## config.mk

```make
export PLATFORM = sky130hd
export DESIGN_NAME = linear_array_deque_core
export DESIGN_NICKNAME = d
export VERILOG_FILES = /design/src/sv/lad_pkg.sv /design/src/sv/linear_array_deque_core.sv /design/src/sv/lad_ram.sv /design/src/sv/lad_ctrl.sv /design/src/sv/lad_dp.sv
export VERILOG_INCLUDE_DIRS = /design/src /design/src/sv
export SDC_FILE = /design/constraint.sdc
export NUM_CORES = 1
export LEC_CHECK = 0
export BUFFER_PORTS_ARGS = -buffer_cell sky130_fd_sc_hd__buf_2
export CORE_MARGIN = 10
export CORE_UTILIZATION = 51
export CTS_CLUSTER_DIAMETER = 30
export DETAILED_ROUTE_END_ITERATION = 10
export MAX_ROUTING_LAYER = met4
export PLACE_DENSITY = 0.69
export SLEW_MARGIN = 15
export SYNTH_ARGS = -nofsm -noshare
export SYNTH_HDL_FRONTEND = slang
export SYNTH_SLANG_ARGS = --single-unit
```

## constraint.sdc

```tcl
create_clock -name clk -period 9.7 [get_ports clk]
set_input_delay 1.455 -clock clk [delete_from_list [all_inputs] [get_ports clk]]
set_output_delay 1.455 -clock clk [all_outputs]
set_load 0.005 [all_outputs]
```

## src/sv/linear_array_deque_core_defines.svh

```systemverilog
// assertion macros for the deque core
`ifndef LINEAR_ARRAY_DEQUE_CORE_DEFINES_SVH
`define LINEAR_ARRAY_DEQUE_CORE_DEFINES_SVH

// condition holds in the same cycle as the trigger
`define LAD_ASSERT_SAME(lbl, ante, cons, msg) \
  lbl: assert property (@(posedge clk) disable iff (rst) (ante) |-> (cons)) \
    else $error(msg);

// condition holds in the cycle after the trigger
`define LAD_ASSERT_NEXT(lbl, ante, cons, msg) \
  lbl: assert property (@(posedge clk) disable iff (rst) (ante) |=> (cons)) \
    else $error(msg);

`endif

```

## src/sv/lad_pkg.sv

```systemverilog
package lad_pkg;

  localparam int unsigned DEF_CAPACITY = 8;
  localparam int unsigned DATA_W = 32;

  typedef enum logic [1:0] {
    OP_PUSH_FRONT = 2'd0,
    OP_PUSH_BACK  = 2'd1,
    OP_POP_FRONT  = 2'd2,
    OP_POP_BACK   = 2'd3
  } lad_op_t;

  typedef enum logic [1:0] {
    STATUS_DONE      = 2'd0,
    STATUS_OVERFLOW  = 2'd1,
    STATUS_UNDERFLOW = 2'd2
  } lad_status_t;

  typedef enum logic {
    ST_IDLE = 1'b0,
    ST_OUT  = 1'b1
  } lad_state_t;

  typedef struct packed {
    logic exec;
  } lad_cmd_t;

endpackage

```

## src/sv/linear_array_deque_core.sv

```systemverilog
// channel  | handshake            | payload
// ---------+----------------------+---------------------------
// in       | in_valid / in_ready  | operation, value
// out      | out_valid / out_ready| status, popped_value
//
// an operation is applied in the cycle of its transfer; the result is
// shown from the next cycle, so with out_ready high one item per cycle
// the popped value comes from the slot ram's registered read port
// a new item is taken in the same cycle that the pending result transfers
// a stalled result holds the block; reset leaves the deque empty, slots
// keep their contents and need no clearing
module linear_array_deque_core
  import lad_pkg::*;
#(
  parameter int unsigned CAPACITY = DEF_CAPACITY
) (
  input  logic                     clk,
  input  logic                     rst,
  input  logic                     in_valid,
  output logic                     in_ready,
  input  logic [1:0]               operation,
  input  logic signed [DATA_W-1:0] value,
  output logic                     out_valid,
  input  logic                     out_ready,
  output logic [1:0]               status,
  output logic signed [DATA_W-1:0] popped_value
);

  lad_cmd_t cmd;

  lad_ctrl u_ctrl (
    .clk      (clk),
    .rst      (rst),
    .in_valid (in_valid),
    .in_ready (in_ready),
    .out_valid(out_valid),
    .out_ready(out_ready),
    .cmd      (cmd)
  );

  lad_dp #(
    .CAPACITY(CAPACITY)
  ) u_dp (
    .clk         (clk),
    .rst         (rst),
    .cmd         (cmd),
    .operation   (operation),
    .value       (value),
    .status      (status),
    .popped_value(popped_value)
  );

endmodule

```

## src/sv/lad_ram.sv

```systemverilog
module lad_ram #(
  parameter int unsigned WIDTH = 32,
  parameter int unsigned DEPTH = 8,
  localparam int unsigned AW = (DEPTH > 1) ? $clog2(DEPTH) : 1
) (
  input  logic             clk,
  input  logic             we,
  input  logic [AW-1:0]    waddr,
  input  logic [WIDTH-1:0] wdata,
  input  logic             re,
  input  logic [AW-1:0]    raddr,
  output logic [WIDTH-1:0] rdata
);

  logic [WIDTH-1:0] mem [DEPTH];

  always_ff @(posedge clk) begin
    if (we) begin
      mem[waddr] <= wdata;
    end
    if (re) begin
      rdata <= mem[raddr];
    end
  end

endmodule

```

## src/sv/lad_ctrl.sv

```systemverilog
module lad_ctrl
  import lad_pkg::*;
(
  input  logic     clk,
  input  logic     rst,
  input  logic     in_valid,
  output logic     in_ready,
  output logic     out_valid,
  input  logic     out_ready,
  output lad_cmd_t cmd
);

  lad_state_t state, state_next;

  always_ff @(posedge clk) begin
    if (rst) begin
      state <= ST_IDLE;
    end else begin
      state <= state_next;
    end
  end

  always_comb begin
    state_next = state;
    in_ready   = 1'b0;
    out_valid  = 1'b0;
    case (state)
      ST_IDLE: begin
        in_ready = 1'b1;
        if (in_valid) begin
          state_next = ST_OUT;
        end
      end
      ST_OUT: begin
        out_valid = 1'b1;
        in_ready  = out_ready;
        if (out_ready) begin
          state_next = in_valid ? ST_OUT : ST_IDLE;
        end
      end
      default: begin
        state_next = ST_IDLE;
      end
    endcase
    cmd.exec = in_valid && in_ready;
  end

endmodule

```

## src/sv/lad_dp.sv

```systemverilog
`include "linear_array_deque_core_defines.svh"

module lad_dp
  import lad_pkg::*;
#(
  parameter int unsigned CAPACITY = DEF_CAPACITY
) (
  input  logic                     clk,
  input  logic                     rst,
  input  lad_cmd_t                 cmd,
  input  logic [1:0]               operation,
  input  logic signed [DATA_W-1:0] value,
  output logic [1:0]               status,
  output logic signed [DATA_W-1:0] popped_value
);

  localparam int unsigned IDX_W = (CAPACITY > 1) ? $clog2(CAPACITY) : 1;
  localparam logic [IDX_W-1:0] LAST_IDX = IDX_W'(CAPACITY - 1);

  logic [IDX_W-1:0] front_index, front_index_next;
  logic [IDX_W-1:0] rear_index, rear_index_next;
  logic             is_empty, is_empty_next;
  lad_status_t      res_status, res_status_next;
  logic             pop_ok, pop_ok_next;

  logic              wr_en, rd_en;
  logic [IDX_W-1:0]  wr_addr, rd_addr;
  logic [DATA_W-1:0] rd_data;
  lad_op_t           op;

  assign op = lad_op_t'(operation);

  always_comb begin
    front_index_next = front_index;
    rear_index_next  = rear_index;
    is_empty_next    = is_empty;
    res_status_next  = STATUS_DONE;
    pop_ok_next      = 1'b0;
    wr_en            = 1'b0;
    wr_addr          = front_index;
    rd_en            = 1'b0;
    rd_addr          = front_index;
    case (op)
      OP_PUSH_FRONT, OP_PUSH_BACK: begin
        if (is_empty) begin
          front_index_next = '0;
          rear_index_next  = '0;
          is_empty_next    = 1'b0;
          wr_en            = cmd.exec;
          wr_addr          = '0;
        end else if (op == OP_PUSH_FRONT) begin
          if (front_index == '0) begin
            res_status_next = STATUS_OVERFLOW;
          end else begin
            front_index_next = front_index - 1'b1;
            wr_en            = cmd.exec;
            wr_addr          = front_index - 1'b1;
          end
        end else begin
          if (rear_index == LAST_IDX) begin
            res_status_next = STATUS_OVERFLOW;
          end else begin
            rear_index_next = rear_index + 1'b1;
            wr_en           = cmd.exec;
            wr_addr         = rear_index + 1'b1;
          end
        end
      end
      OP_POP_FRONT, OP_POP_BACK: begin
        if (is_empty) begin
          res_status_next = STATUS_UNDERFLOW;
        end else begin
          pop_ok_next = 1'b1;
          rd_en       = cmd.exec;
          rd_addr     = (op == OP_POP_FRONT) ? front_index : rear_index;
          if (front_index == rear_index) begin
            is_empty_next    = 1'b1;
            front_index_next = '0;
            rear_index_next  = '0;
          end else if (op == OP_POP_FRONT) begin
            front_index_next = front_index + 1'b1;
          end else begin
            rear_index_next = rear_index - 1'b1;
          end
        end
      end
      default: begin
        res_status_next = STATUS_DONE;
      end
    endcase
  end

  always_ff @(posedge clk) begin
    if (rst) begin
      front_index <= '0;
      rear_index  <= '0;
      is_empty    <= 1'b1;
    end else if (cmd.exec) begin
      front_index <= front_index_next;
      rear_index  <= rear_index_next;
      is_empty    <= is_empty_next;
    end
  end

  always_ff @(posedge clk) begin
    if (cmd.exec) begin
      res_status <= res_status_next;
      pop_ok     <= pop_ok_next;
    end
  end

  lad_ram #(
    .WIDTH(DATA_W),
    .DEPTH(CAPACITY)
  ) u_slots (
    .clk  (clk),
    .we   (wr_en),
    .waddr(wr_addr),
    .wdata(value),
    .re   (rd_en),
    .raddr(rd_addr),
    .rdata(rd_data)
  );

  assign status       = res_status;
  assign popped_value = pop_ok ? rd_data : '0;

  `LAD_ASSERT_SAME(a_empty_at_base, is_empty, (front_index == '0) && (rear_index == '0), "empty deque with nonzero index")
  `LAD_ASSERT_SAME(a_order, !is_empty, front_index <= rear_index, "front index above rear index")
  `LAD_ASSERT_NEXT(a_push_fills, cmd.exec && !operation[1], !is_empty, "deque empty after a push")

endmodule
```

; Word level (Yosys, flattened, before mapping)
; Memory sizes are Yosys's and may differ from the RTL's. A register that Yosys moved wholly into a read port is not among the register bits.
; Cells that the tools add are included.
[totals]
regBits = 11
mem_bits_rw = 256
inputBits = 38
out_inout_bits = 36
word_cells = 76
mem_count = 1
[op_classes]
n_addsub = 4
n_eq_ne = 11
mux = 46
bitwise = 1
n_reduce_logical = 7
[memory_table]
columns = name, words, width, rd, rd_clocked_by_memory_dff, wr, line_no
row1 = u_dp.u_slots.mem, 8, 32, 1, 1, 1, lad_ram.sv:15  ; logic [WIDTH-1:0] mem [DEPTH];
[ops]
columns = op, count
row1 = 3-bit 2-to-1 mux, 19
row2 = 32-bit 2-to-1 mux, 1
row3 = 1-bit 2-to-1 mux, 17
row4 = 3-bit case mux with 2 select lines, 2
row5 = 3-bit by 1-bit adder with 3-bit output (second input constant), 2
row6 = 2-bit 2-to-1 mux, 3
row7 = 3-bit by 1-bit inequality test with 1-bit output (second input constant), 2
row8 = 3-bit by 2-bit inequality test with 1-bit output (second input constant), 2
row9 = 1-bit case mux with 2 select lines, 3
row10 = 3-bit by 1-bit subtractor with 3-bit output (second input constant), 2
row11 = 5-bit AND reduction, 1
row12 = 2-bit equality test (second input constant), 2
row13 = 2-bit case mux with 2 select lines, 1
row14 = 4-bit AND reduction, 1
row15 = 2-bit OR reduction, 2
row16 = 3-bit equality test, 1
row17 = 3-bit equality test (second input constant), 1
row18 = 3-bit logical NOT, 1
row19 = 3-bit inequality test (second input constant), 1
row20 = 2-bit by 1-bit equality test with 1-bit output (second input constant), 1
row21 = 2-bit logical NOT, 1
row22 = 2-bit inequality test (second input constant), 1
row23 = 1-bit logical AND, 1
row24 = 1-bit NOT, 1

; Logic depth before layout (Yosys ltp)
; Gate-level depths: netlist (run 1).
[logic_depth]
depth_word = 9
mapped_depth = 8
depth_no_buf = 7

; Modules after synthesis
; From an unflattened synthesis (run 1), not the netlist that was laid out.
[unflattened]
hier_cells = 562
area_unflattened_um2 = 11956.5
[modules_own_cells]
columns = mod, n_inst, cells_each, area_per_inst_um2, seq_area_each_um2
row1 = lad_ram, 1, 415, 10786.6, 8648.3
row2 = lad_dp, 1, 142, 1114.8, 230.2
row3 = lad_ctrl, 1, 5, 55.1, 20.0

; Least setup slack after synthesis (run 1)
; OpenSTA, ideal clock, no wires.
[synth_timing]
kind = input to register
startpoint = input port operation[1]
endpoint = memory u_dp.u_slots.mem[6][0] (enable)
setup_time_ns = 0.501
t_arrival_ns = 5.340
t_required_ns = 9.199
slack_ns = 3.858
cell_stages = 4
path_buffers = 2
cell_sequence = clkbuf_1 buf_1 a22oi_1 nor4_1
[synth_between]
elab_chain_len = 6
word_cells_on_any_way = 11
cone_classes = 1 x eq/ne / 8 x mux / 2 x reduce/logical
[synth_lines]
columns = item, line_no
row1 = "start, declared", linear_array_deque_core.sv:21  ; input logic [1:0] operation,
row2 = 2-bit logical NOT, "lad_dp.sv:43, lad_dp.sv:51"
row3 = 1-bit 2-to-1 mux, lad_dp.sv:51  ; end else if (op == OP_PUSH_FRONT) begin
row4 = 1-bit 2-to-1 mux, lad_dp.sv:45  ; if (is_empty) begin
row5 = 1-bit 2-to-1 mux, lad_dp.sv:43  ; case (op)
row6 = 1-bit 2-to-1 mux, lad_ram.sv:18  ; if (we) begin
row7 = 1-bit 2-to-1 mux (implied by the code), lad_ram.sv:19  ; mem[waddr] <= wdata;
row8 = "end, declared", lad_ram.sv:15
; Several ways; a longest one is shown, not always the timed one.

; Worst setup path in the final report (run 1)
[layout_timing]
startpoint = input port operation[1]
endpoint = memory u_dp.u_slots.mem[7][22] (enable)
; The elaborated chain is that of the path after synthesis.

==> summary.txt, run 1 <==
Outcome
  – Status: complete, no violations

Run
  – Max_cap viols: 0

Clock network
  – Clock sinks: approximately 300
  – Hold_buf cts: 0
  – Bufs on Longest Clock Path: 3
  – Total CTS buffers: 46
  – H-Tree Depth: 2
  – Worst-Skew Late Latency: 0.53 ns
  – CTS root buf: clkbuf_16
  – Post-CTS Setup Inserts: 0
  – CTS tree: built
  – # resized after CTS: 0
  – CTS clk-pin slew, worst paths: approximately 0.050 ns

Floorplan
  – Die width: 174 um
  – Die Ht: around 170 um
  – Total core area: approximately 23000 um2
  – Full die area: 30200 um2
  – I/O pin cnt: 74
  – FP Rows: 56
  – Initial Util: 51.6%

Final layout
  – Layout cells sized above 1: about a fifth
  – Fill count: ~1700
  – Nets: 844
  – Layout area overhead: 18.3%
  – Final core occ: roughly three fifths

Worst setup path
  – WP data required: between 9 and 10 ns
  – FF-to-FF setup slack: 6.44 ns
  – Crit Path Category: primary input to flip-flop
  – Crit end category: flip-flop
  – CP most frequent cell: nor2_1
  – Critical Path Source Type: primary input
  – Crit-path slowest cell: and3_2
  – Crit path cell chain: buf_2, nor2_1, a31oi_1, nor2_1, and3_2
  – Crit path DAT: around 3.8 ns
  – CP max stage delay: 0.93 ns
  – Crit Path Max Fanout: 32

Place
  – Port Buffer Count: 73
  – Routability cong.: roughly 0.82
  – Pre-CTS WS: 5.53 ns
  – HPWL Detailed: between 10000 and 15000 um

Logic synthesis
  – Share of the yosys chip area belonging to registers: 73.7%
  – Share of the synthesized area in the top cell type: 72.4%
  – Distinct cell type count after synthesis: 44
  – Synthesized area per cell: 17.1 um2
  – Most instantiated cells after synthesis: edfxtp_1, mux2i_1, a22o_1
  – Synth area leader: edfxtp_1
  – EDFF count, synth: 291
  – Syn_nets: 750
  – Post-synthesis cell count: a little over 700
  – YS warnings: 0
  – Synth Cell Area: approximately 12000 um2
  – Main synth FF type: edfxtp_1
  – Yosys reg bits: roughly 300
  – Asr flop ratio synth: 0%
  – Top-count cell post-synth: edfxtp_1
  – Top post-synthesis cells by area: edfxtp_1, mux2i_1, a22o_1

Global routing
  – Gr ovfl total: 0
  – Vias in the first global route: ~6600
  – Global-route usage over all layers: between 10% and 20%
  – Largest net degree at the start of global routing: 129
  – Initial antenna violation count: 2
  – Global-route wire length before repair: 37200 um

Timing
  – Final hold vios: 0
  – Setup TNS: 0 ns
  – Layout Skew: between 0.01 and 0.015 ns
  – Final worst slack: around 6 ns
  – Endpoints failing setup: 0
  – Fin. max-slew vios: 0
  – Period utilization: between 30 and 40%
  – Unrepaired setup endpoints after global routing: false
  – Final min period: approximately 3.7 ns
  – Fmax: ~270 MHz
  – Worst rel slew slack: 31.7%
  – Worst-Margin Slew: a little over 1 ns

Route
  – Post-route ant nets: 0
  – Via count: 6367
  – Vias/cell: around 5.5
  – Drt first pass iters: 5
  – DRC viols: 0
  – Total wire length: between 20000 and 25000 um
  – WL/cell: 20.2 um
  – DRT iter0 DRCs: around 450

Power
  – Max rail drop VDD: 157 uV
  – Leakage: about 5.8 nW
  – P per Cell Area: between 200 and 250 nW/um2

Min path
  – Worst Hold Class: flip-flop to flip-flop
## registers in the layout, indices dropped and copies added, names as in the netlist
name and flops:
u_dp.pop_ok 1, u_dp.status 2, u_ctrl.state 1, u_dp.front_index 3
u_dp.u_slots.rdata 32, u_dp.u_slots.mem 256, u_dp.is_empty 1, u_dp.rear_index 3
## cells in the final DEF (no fill, tap or decap), types with 5 or more instances in the layout
cell type / count
a21oi_1: 7
a22o_1: 65
and2_1: 34
buf_2: 73
buf_4: 8
bufinv_16: 5
clkbuf_16: 47
clkinv_1: 9
clkinv_2: 7
clkinvlp_4: 7
dfxtp_1: 8
edfxtp_1: 291
ha_1: 7
inv_1: 9
inv_6: 5
mux2i_1: 134
nand2_1: 8
nor2_1: 45
nor3_2: 5
## final timing paths
kind | startpoint | endpoint | depth (start not counted)
setup / recovery | operation[1] | u_dp.u_slots.mem[7][22]$_DFFE_PP_ | 5
hold / removal | u_ctrl.state$_SDFF_PP0_ | u_ctrl.state$_SDFF_PP0_ | 2
setup reg to reg | u_dp.rear_index[0]$_SDFFE_PP0P_ | u_dp.u_slots.mem[3][24]$_DFFE_PP_ | 7
hold reg to reg | u_ctrl.state$_SDFF_PP0_ | u_ctrl.state$_SDFF_PP0_ | 2
## stage by stage
stage          area, um2  std cells  power [W]  hold slack, ns
2_1_floorplan      12100        705    0.00158           0.537
3_3_place_gp       12800       1069    0.00163           0.499
3_5_place_dp       12800       1069    0.00164           0.527
4_1_cts            14300       1152    0.00321           0.534
5_1_grt            14300       1155    0.00329           0.561
6_report           14300       1155    0.00318           0.525
## critical path, delay by kind of cell
kind | cells | cell delay [ns]
and+or+nand+nor | 3 | 1.84
AOI/OAI and AO/OA | 1 | 0.28
buffers and inverters | 1 | 0.22
## logic make-up after synthesis
family / after synthesis / share of synthesized area (%)
buffers and inverters: 46 / 2.25
muxes: 138 / 11.5
AOI/OAI and AO/OA: 91 / 6.30
adders and majority gates: 7 / 0.725
and+or+nand+nor: 118 / 5.11
DFF: 299 / 73.7
xor gates and xnor gates: 6 / 0.435
## power by group
part	switching, W	internal (W)	total (W)
Combinational	0.0000989	0.0000632	0.000162
Clock	0.000554	0.00102	0.00157
Sequential	0.00000974	0.00144	0.00145
## layer usage
metal	up-vias	global-route usage (%)	share of wire [%]
met3	44	3.79	6.0
met5	-	-	0
met1	3168	20.3	43
li1	2957	-	-
met4	0	4.74	2.1
met2	198	25.0	48
## layout make-up
cell class	instances	area (um2)	share of cell area (%)
diodes	2	5.00	0.0350
clock buffers	50	1190	8.31
clock inverters	33	315	2.21
inverters	9	33.8	0.236
multi-input cells	360	2990	20.9
flip-flops and latches	299	8900	62.3
well taps	319	399	2.79
repair buffers	83	460	3.22
Note: power is estimated with default switching activity, not from simulation.
==> inputs of run 2 (changes only) <==
clock period = 3.5 ns   (was 9.7 ns; I/O delays follow)
==> run 2 against run 1 <==
- cell count up 2.3%
- hold slack worse by 0.29 ns
- utilization up 1.9 points
- sequential power rose to 2.8 times the previous value
- count of clock-buffer cells in the layout up 9
- wire length up 4.5%
- register-to-register slack worse by 6.1 ns
- clock skew up 0.015 ns
- power rose to 2.9 times the previous value
- global-route usage up 0.39 points
- first-iteration DRC count down 0.45%
- critical path depth up 3
- critical endpoint is now u_dp.u_slots.mem[3][11]$_DFFE_PP_
==> summary.txt, run 2 (synthesis gave the netlist of run 1 again) <==
Timing
  – Final min period: 3.12 ns
  – Endpoints failing setup: 0 (unchanged)
  – Unrepaired setup endpoints after global routing: false
  – Fin. max-slew vios: 0 (unchanged)
  – WHS: 0.235 ns (-0.290 ns)
  – Worst rel slew slack: 46.1% (+14 points)
  – Period utilization: between 80% and 90%
  – Layout Skew: 0.0292 ns (+0.0148 ns)
  – Fmax: around 320 MHz
  – Final hold vios: 0 (unchanged)
  – Worst-Margin Slew: 0.806 ns (-0.216 ns)

Power
  – Pint: 0.00732 W (+190%)
  – Final Power: 0.00929 W (+190%)
  – Sw Pwr: 0.00197 W (+200%)
  – Leakage: 5.96 nW (+3.4%)
  – P per Cell Area: 631 nW/um2 (+180%)
  – Combinational fraction of design power: 5.1% (about the same)
  – Max rail drop VDD: 427 uV (+170%)
  – Switching share of total power: 21.2% (+0.41 points)
  – Clock power frac: 51.5% (+2.2 points)
  – Reg power frac: 43.3% (-2.3 points)

Clock network
  – Bufs on Longest Clock Path: 3 (unchanged)
  – Total CTS buffers: 51 (+11%)
  – CTS clk-pin slew, worst paths: 0.05 ns (about the same)
  – # resized after CTS: 0 (unchanged)
  – Worst-Skew Late Latency: 0.56 ns (+0.03 ns)
  – H-Tree Depth: 2 (unchanged)
  – Clock sinks: 299 (unchanged)
  – Hold_buf cts: 0 (unchanged)
  – CTS root buf: clkbuf_16
  – CTS tree: built
  – Post-CTS Setup Inserts: 0 (unchanged)

Floorplan
  – Full die area: 30200 um2 (unchanged)
  – Initial Util: 51.6% (unchanged)
  – Die width: 174 um (unchanged)
  – Total core area: 23400 um2 (unchanged)
  – Die Ht: 174 um (unchanged)
  – FP Rows: 56 (unchanged)
  – I/O pin cnt: 74 (unchanged)

Route
  – Post-route ant nets: 0 (unchanged)
  – WL/cell: 20.7 um (+2.1%)
  – Via count: 6572 (+3.2%)
  – Vias/cell: 5.56 (+0.86%)
  – Total wire length: 24400 um (+4.5%)
  – DRC viols: 0 (unchanged)
  – Drt first pass iters: 5 (unchanged)
  – DRT iter0 DRCs: 443 (-0.45%)

Final layout
  – Max reg flops: 256 (unchanged)
  – Layout area overhead: 22.0%
  – Leading registers by flop count: u_dp.u_slots.mem: 256 flops, u_dp.u_slots.rdata: 32 flops
  – Most frequent cells in the layout: edfxtp_1, mux2i_1, buf_2, a22o_1, clkbuf_16
  – Commonest non-fill, non-tap cell in the layout: edfxtp_1
  – Largest Register: u_dp.u_slots.mem
  – Layout cells sized above 1: 23.0% (+2.1 points)
  – Nets: 864 (+2.4%)

Worst setup path
  – Crit Path Category: flip-flop to flip-flop
  – Critical Path Source Type: flip-flop
  – WP data required: 3.70 ns (-6.14 ns)
  – Crit end category: flip-flop
  – Crit path DAT: 3.32 ns (-0.49 ns)
  – Crit Path Max Fanout: 20 (-38%)

Place
  – Routability cong.: 0.894 (+8.8%)
  – Port Buffer Count: 73 (unchanged)
  – HPWL Detailed: 14400 um (+10%)

Outcome
  – Status: complete, no violations

Global routing
  – Largest net degree at the start of global routing: 45 (-65%)
  – Global-route usage over all layers: 16.3% (+0.39 points)
  – Global-route wire length before repair: 38200 um (+2.7%)
  – Gr ovfl total: 0 (unchanged)
  – Initial antenna violation count: 1 (-1)
  – Vias in the first global route: 6957 (+4.8%)

Run
  – Max_cap viols: 0 (unchanged)

Min path
  – Worst Hold Class: primary input to flip-flop
## run 2: per-layer routing
metal	vias to the layer above	share of wire, %	global-route usage (%)
met5	-	0	-
met4	0	2.5	5.77
met3	61	4.9	3.77
met2	205	51	27.3
met1	3298	42	19.0
li1	3008	-	-
## run 2: power by group through the flow
| stage | clock network (W) | registers (W) | logic (W) |
|---|---|---|---|
| 2_1_floorplan | 0 | 0.00408 | 0.000299 |
| 3_3_place_gp | 0 | 0.00409 | 0.000463 |
| 3_5_place_dp | 0 | 0.00409 | 0.000478 |
| 4_1_cts | 0.00486 | 0.00403 | 0.000482 |
| 5_1_grt | 0.00502 | 0.00403 | 0.000521 |
| 6_report | 0.00479 | 0.00403 | 0.000475 |
## run 2: worst max-delay path: stages, from the launching register on
cell,delay (ns)
dfxtp_1,0.48
ha_1,0.24
ha_1,0.23
mux2_2,0.35
nand2_1,0.07
o21ai_0,0.11
a22oi_1,0.62
and3_2,0.35
buf_4,0.31
## run 2: metrics by stage
stage                     TNS (ns)  util [%]  setup slack (ns)  instance area [um2]  instances
after global routing             0      62.9             0.189                14700       1182
final                            0      62.9             0.379                14700       1182
after CTS                        0      62.9             0.398                14700       1181
after global placement           0      55.6             0.578                13000       1085
after floorplan             -33.27         -            -0.260                12100        705
after detailed placement         0      55.6             0.426                13000       1085
## run 2: path summary, 6_finish.rpt
path | endpoint | slack (ns) | depth (start not counted) | start
worst max-delay path | u_dp.u_slots.mem[3][11]$_DFFE_PP_ | 0.38 | 8 | u_dp.rear_index[0]$_SDFFE_PP0P_
worst min-delay path | u_dp.u_slots.mem[6][7]$_DFFE_PP_ | 0.24 | 1 | value[7]
worst max register to register | u_dp.u_slots.mem[3][11]$_DFFE_PP_ | 0.38 | 8 | u_dp.rear_index[0]$_SDFFE_PP0P_
worst min register to register | u_ctrl.state$_SDFF_PP0_ | 0.53 | 2 | u_ctrl.state$_SDFF_PP0_
## run 2: area by class of cell
class | instances | area, um2
Clock buffer | 59 | 1310
Fill cell | 1698 | 8670
Multi-Input combinational cell | 360 | 3030
Timing Repair Buffer | 98 | 653
Antenna cell | 1 | 2.50
Sequential cell | 299 | 8900
Clock inverter | 37 | 402
Tap cell | 319 | 399
Inverter | 9 | 33.8
==> inputs of run 3 (changes only) <==
BUFFER_PORTS_ARGS = -buffer_cell sky130_fd_sc_hd__buf_4   (was -buffer_cell sky130_fd_sc_hd__buf_2)
==> run 3 against run 2 <==
- critical path depth unchanged
- combinational power up 5.5%
- die area unchanged
- critical path type unchanged
- largest cell class unchanged
==> summary.txt, run 3 (synthesis gave the netlist of run 1 again) <==
Outcome
  – Status: complete, no violations

Floorplan
  – Die width: 174 um (unchanged)
  – Total core area: 23400 um2 (unchanged)
  – Die Ht: 174 um (unchanged)
  – I/O pin cnt: 74 (unchanged)
  – FP Rows: 56 (unchanged)
  – Full die area: 30200 um2 (unchanged)
  – Initial Util: 51.6% (unchanged)

Clock network
  – CTS root buf: clkbuf_16
  – Clock sinks: 299 (unchanged)
  – CTS tree: built
  – Bufs on Longest Clock Path: 3 (unchanged)
  – CTS clk-pin slew, worst paths: 0.05 ns (about the same)
  – Worst-Skew Late Latency: 0.57 ns (about the same)
  – Hold_buf cts: 0 (unchanged)
  – H-Tree Depth: 2 (unchanged)
  – Post-CTS Setup Inserts: 0 (unchanged)
  – Total CTS buffers: 57 (+12%)
  – # resized after CTS: 0 (unchanged)

Min path
  – Worst Hold Class: primary input to flip-flop
  – Worst Min Path Start: value[22]
  – Min-Delay Endpoint: u_dp.u_slots.mem[5][22]$_DFFE_PP_
  – Hold path depth: 1 (unchanged)

Route
  – Via count: 6611 (+0.59%)
  – Total wire length: 25300 um (+3.5%)
  – Drt first pass iters: 5 (unchanged)
  – WL/cell: 21.2 um (+2.8%)
  – DRT iter0 DRCs: 521 (+18%)
  – DRC viols: 0 (unchanged)
  – Vias/cell: 5.56 (about the same)
  – Post-route ant nets: 0 (unchanged)

Power
  – P per Cell Area: 652 nW/um2 (+3.3%)
  – Max rail drop VDD: 436 uV (+1.9%)
  – Leakage: 6.09 nW (+2.2%)
  – Sw Pwr: 0.00215 W (+9.0%)
  – Reg power frac: 40.9% (-2.4 points)
  – Combinational fraction of design power: 5.1% (about the same)
  – Clock power frac: 54.0% (+2.5 points)
  – Pint: 0.00769 W (+5.0%)
  – Switching share of total power: 21.8% (+0.62 points)

Run
  – Max_cap viols: 0 (unchanged)

Final layout
  – Nets: 868 (+0.46%)
  – Max reg flops: 256 (unchanged)
  – Largest Register: u_dp.u_slots.mem
  – Commonest non-fill, non-tap cell in the layout: edfxtp_1
  – Layout area overhead: 25.0%
  – Final core occ: 64.5% (+1.6 points)
  – Most frequent cells in the layout: edfxtp_1, mux2i_1, buf_4, a22o_1, clkbuf_16
  – Leading registers by flop count: u_dp.u_slots.mem: 256 flops, u_dp.u_slots.rdata: 32 flops
  – Antenna fix cells: 0 (-1)
  – Design Area, Final: 15100 um2 (+2.5%)
  – Layout cells sized above 1: 24.1% (+1.1 points)
  – Fill count: 1632 (-3.9%)

Timing
  – Endpoints failing setup: 0 (unchanged)
  – Layout Skew: 0.0217 ns (-0.00753 ns)
  – Unrepaired setup endpoints after global routing: false
  – Fmax: 320 MHz (-0.15%)
  – Final hold vios: 0 (unchanged)
  – Fin. max-slew vios: 0 (unchanged)
  – Worst rel slew slack: 45.7% (-0.40 points)
  – Final worst slack: 0.374 ns (-0.00476 ns)
  – Final min period: 3.13 ns (+0.00476 ns)
  – Period utilization: 89.3% (+0.14 points)
  – Worst-Margin Slew: 0.812 ns (+0.00591 ns)

Worst setup path
  – Crit path launch: u_dp.rear_index[0]$_SDFFE_PP0P_
  – FF-to-FF setup slack: 0.37 ns (about the same)
  – WP data required: 3.71 ns (about the same)
  – Crit path DAT: 3.33 ns (about the same)
  – Cells on worst reg2reg path: 8 (unchanged)
  – CP most frequent cell: ha_1
  – CP max stage delay: 0.49 ns (-0.13 ns)
  – Worst reg2reg startpoint: u_dp.rear_index[0]$_SDFFE_PP0P_
  – Crit path cell chain: ha_1, ha_1, mux2i_1, nand2_1, a31oi_1, nor2_1, nor3_4, buf_4
  – Crit Path Max Fanout: 24 (+20%)
  – Critical Path Source Type: flip-flop
  – Crit Path Category: flip-flop to flip-flop
  – Crit end category: flip-flop
  – R2R Path End: u_dp.u_slots.mem[1][2]$_DFFE_PP_
  – Crit-path slowest cell: dfxtp_1

Global routing
  – Vias in the first global route: 6900 (-0.82%)
  – Global-route wire length before repair: 39800 um (+4.3%)
  – Largest net degree at the start of global routing: 61 (+36%)
  – Global-route usage over all layers: 17.0% (+0.71 points)
  – Gr ovfl total: 0 (unchanged)
  – Initial antenna violation count: 0 (-1)

Place
  – Routability cong.: 0.857 (-4.1%)
  – Post-DP Area: 13200 um2 (+1.2%)
  – HPWL Detailed: 14400 um (+0.22%)
  – Port Buffer Count: 73 (unchanged)
  – Pre-CTS WS: 0.346 ns (-0.0798 ns)
[run 3: cell types whose count changed in the layout (fill, tap and decap cells not counted), sizes merged]
cell,before,now
clkbuf,59,62
clkinvlp,7,8
clkinv,20,24
buf,98,96
inv,13,16
diode,1,0
[run 3: through the flow]
step / std cells / hold slack, ns / total power (W) / setup TNS [ns]
5_1_grt: 1190 / 0.184 / 0.0102 / 0
6_report: 1190 / 0.192 / 0.00984 / 0
4_1_cts: 1190 / 0.173 / 0.00992 / 0
2_1_floorplan: 705 / 0.537 / 0.00438 / -33.27
3_5_place_dp: 1083 / 0.531 / 0.00459 / 0
3_3_place_gp: 1083 / 0.514 / 0.00458 / 0
[run 3: cell type report]
type	count	area [um2]	area share, %
Sequential cell	299	8900	59.0
Inverter	9	33.8	0.224
Multi-Input combinational cell	360	3030	20.1
Timing Repair Buffer	96	808	5.35
Clock inverter	45	454	3.01
Tap cell	319	399	2.64
Clock buffer	62	1470	9.71
[run 3: worst max-delay path by stage]
stage | to | slack (ns) | depth (start not counted)
detailed placement | u_dp.u_slots.mem[3][2]$_DFFE_PP_ | 0.35 | 6
finish | u_dp.u_slots.mem[1][2]$_DFFE_PP_ | 0.37 | 8
CTS | u_dp.u_slots.mem[1][17]$_DFFE_PP_ | 0.40 | 8
global placement | u_dp.u_slots.mem[3][3]$_DFFE_PP_ | 0.48 | 6
floorplan | u_dp.u_slots.mem[1][0]$_DFFE_PP_ | -0.26 | 7
global route | u_dp.u_slots.mem[1][2]$_DFFE_PP_ | 0.18 | 8
[run 3: critical path: cells and delay by family, from the launching register on]
kind                     cells  cell delay (ns)
multiplexers                 1             0.21
AO/OA/AOI/OAI                1             0.49
adder cells (fa/ha/maj)      2             0.45
buffers and inverters        1             0.41
AND/OR/NAND/NOR              3             0.71
flip-flops                   1             0.49
[run 3: power groups by stage]
stage          Combinational (W)  Sequential, W  Clock, W
3_3_place_gp            0.000492        0.00409         0
6_report                0.000501        0.00402   0.00531
3_5_place_dp            0.000502        0.00409         0
4_1_cts                 0.000507        0.00402   0.00539
5_1_grt                 0.000548        0.00402   0.00558
2_1_floorplan           0.000299        0.00408         0
[run 3: layer usage]
layer,track usage (%),wire [um],part of all wire [%],vias up
met1,22.1,11100,44,3343
li1,-,-,-,3016
met3,3.53,1300,5.2,40
met4,5.31,391,1.5,0
met5,-,0,0,-
met2,26.5,12500,49,212
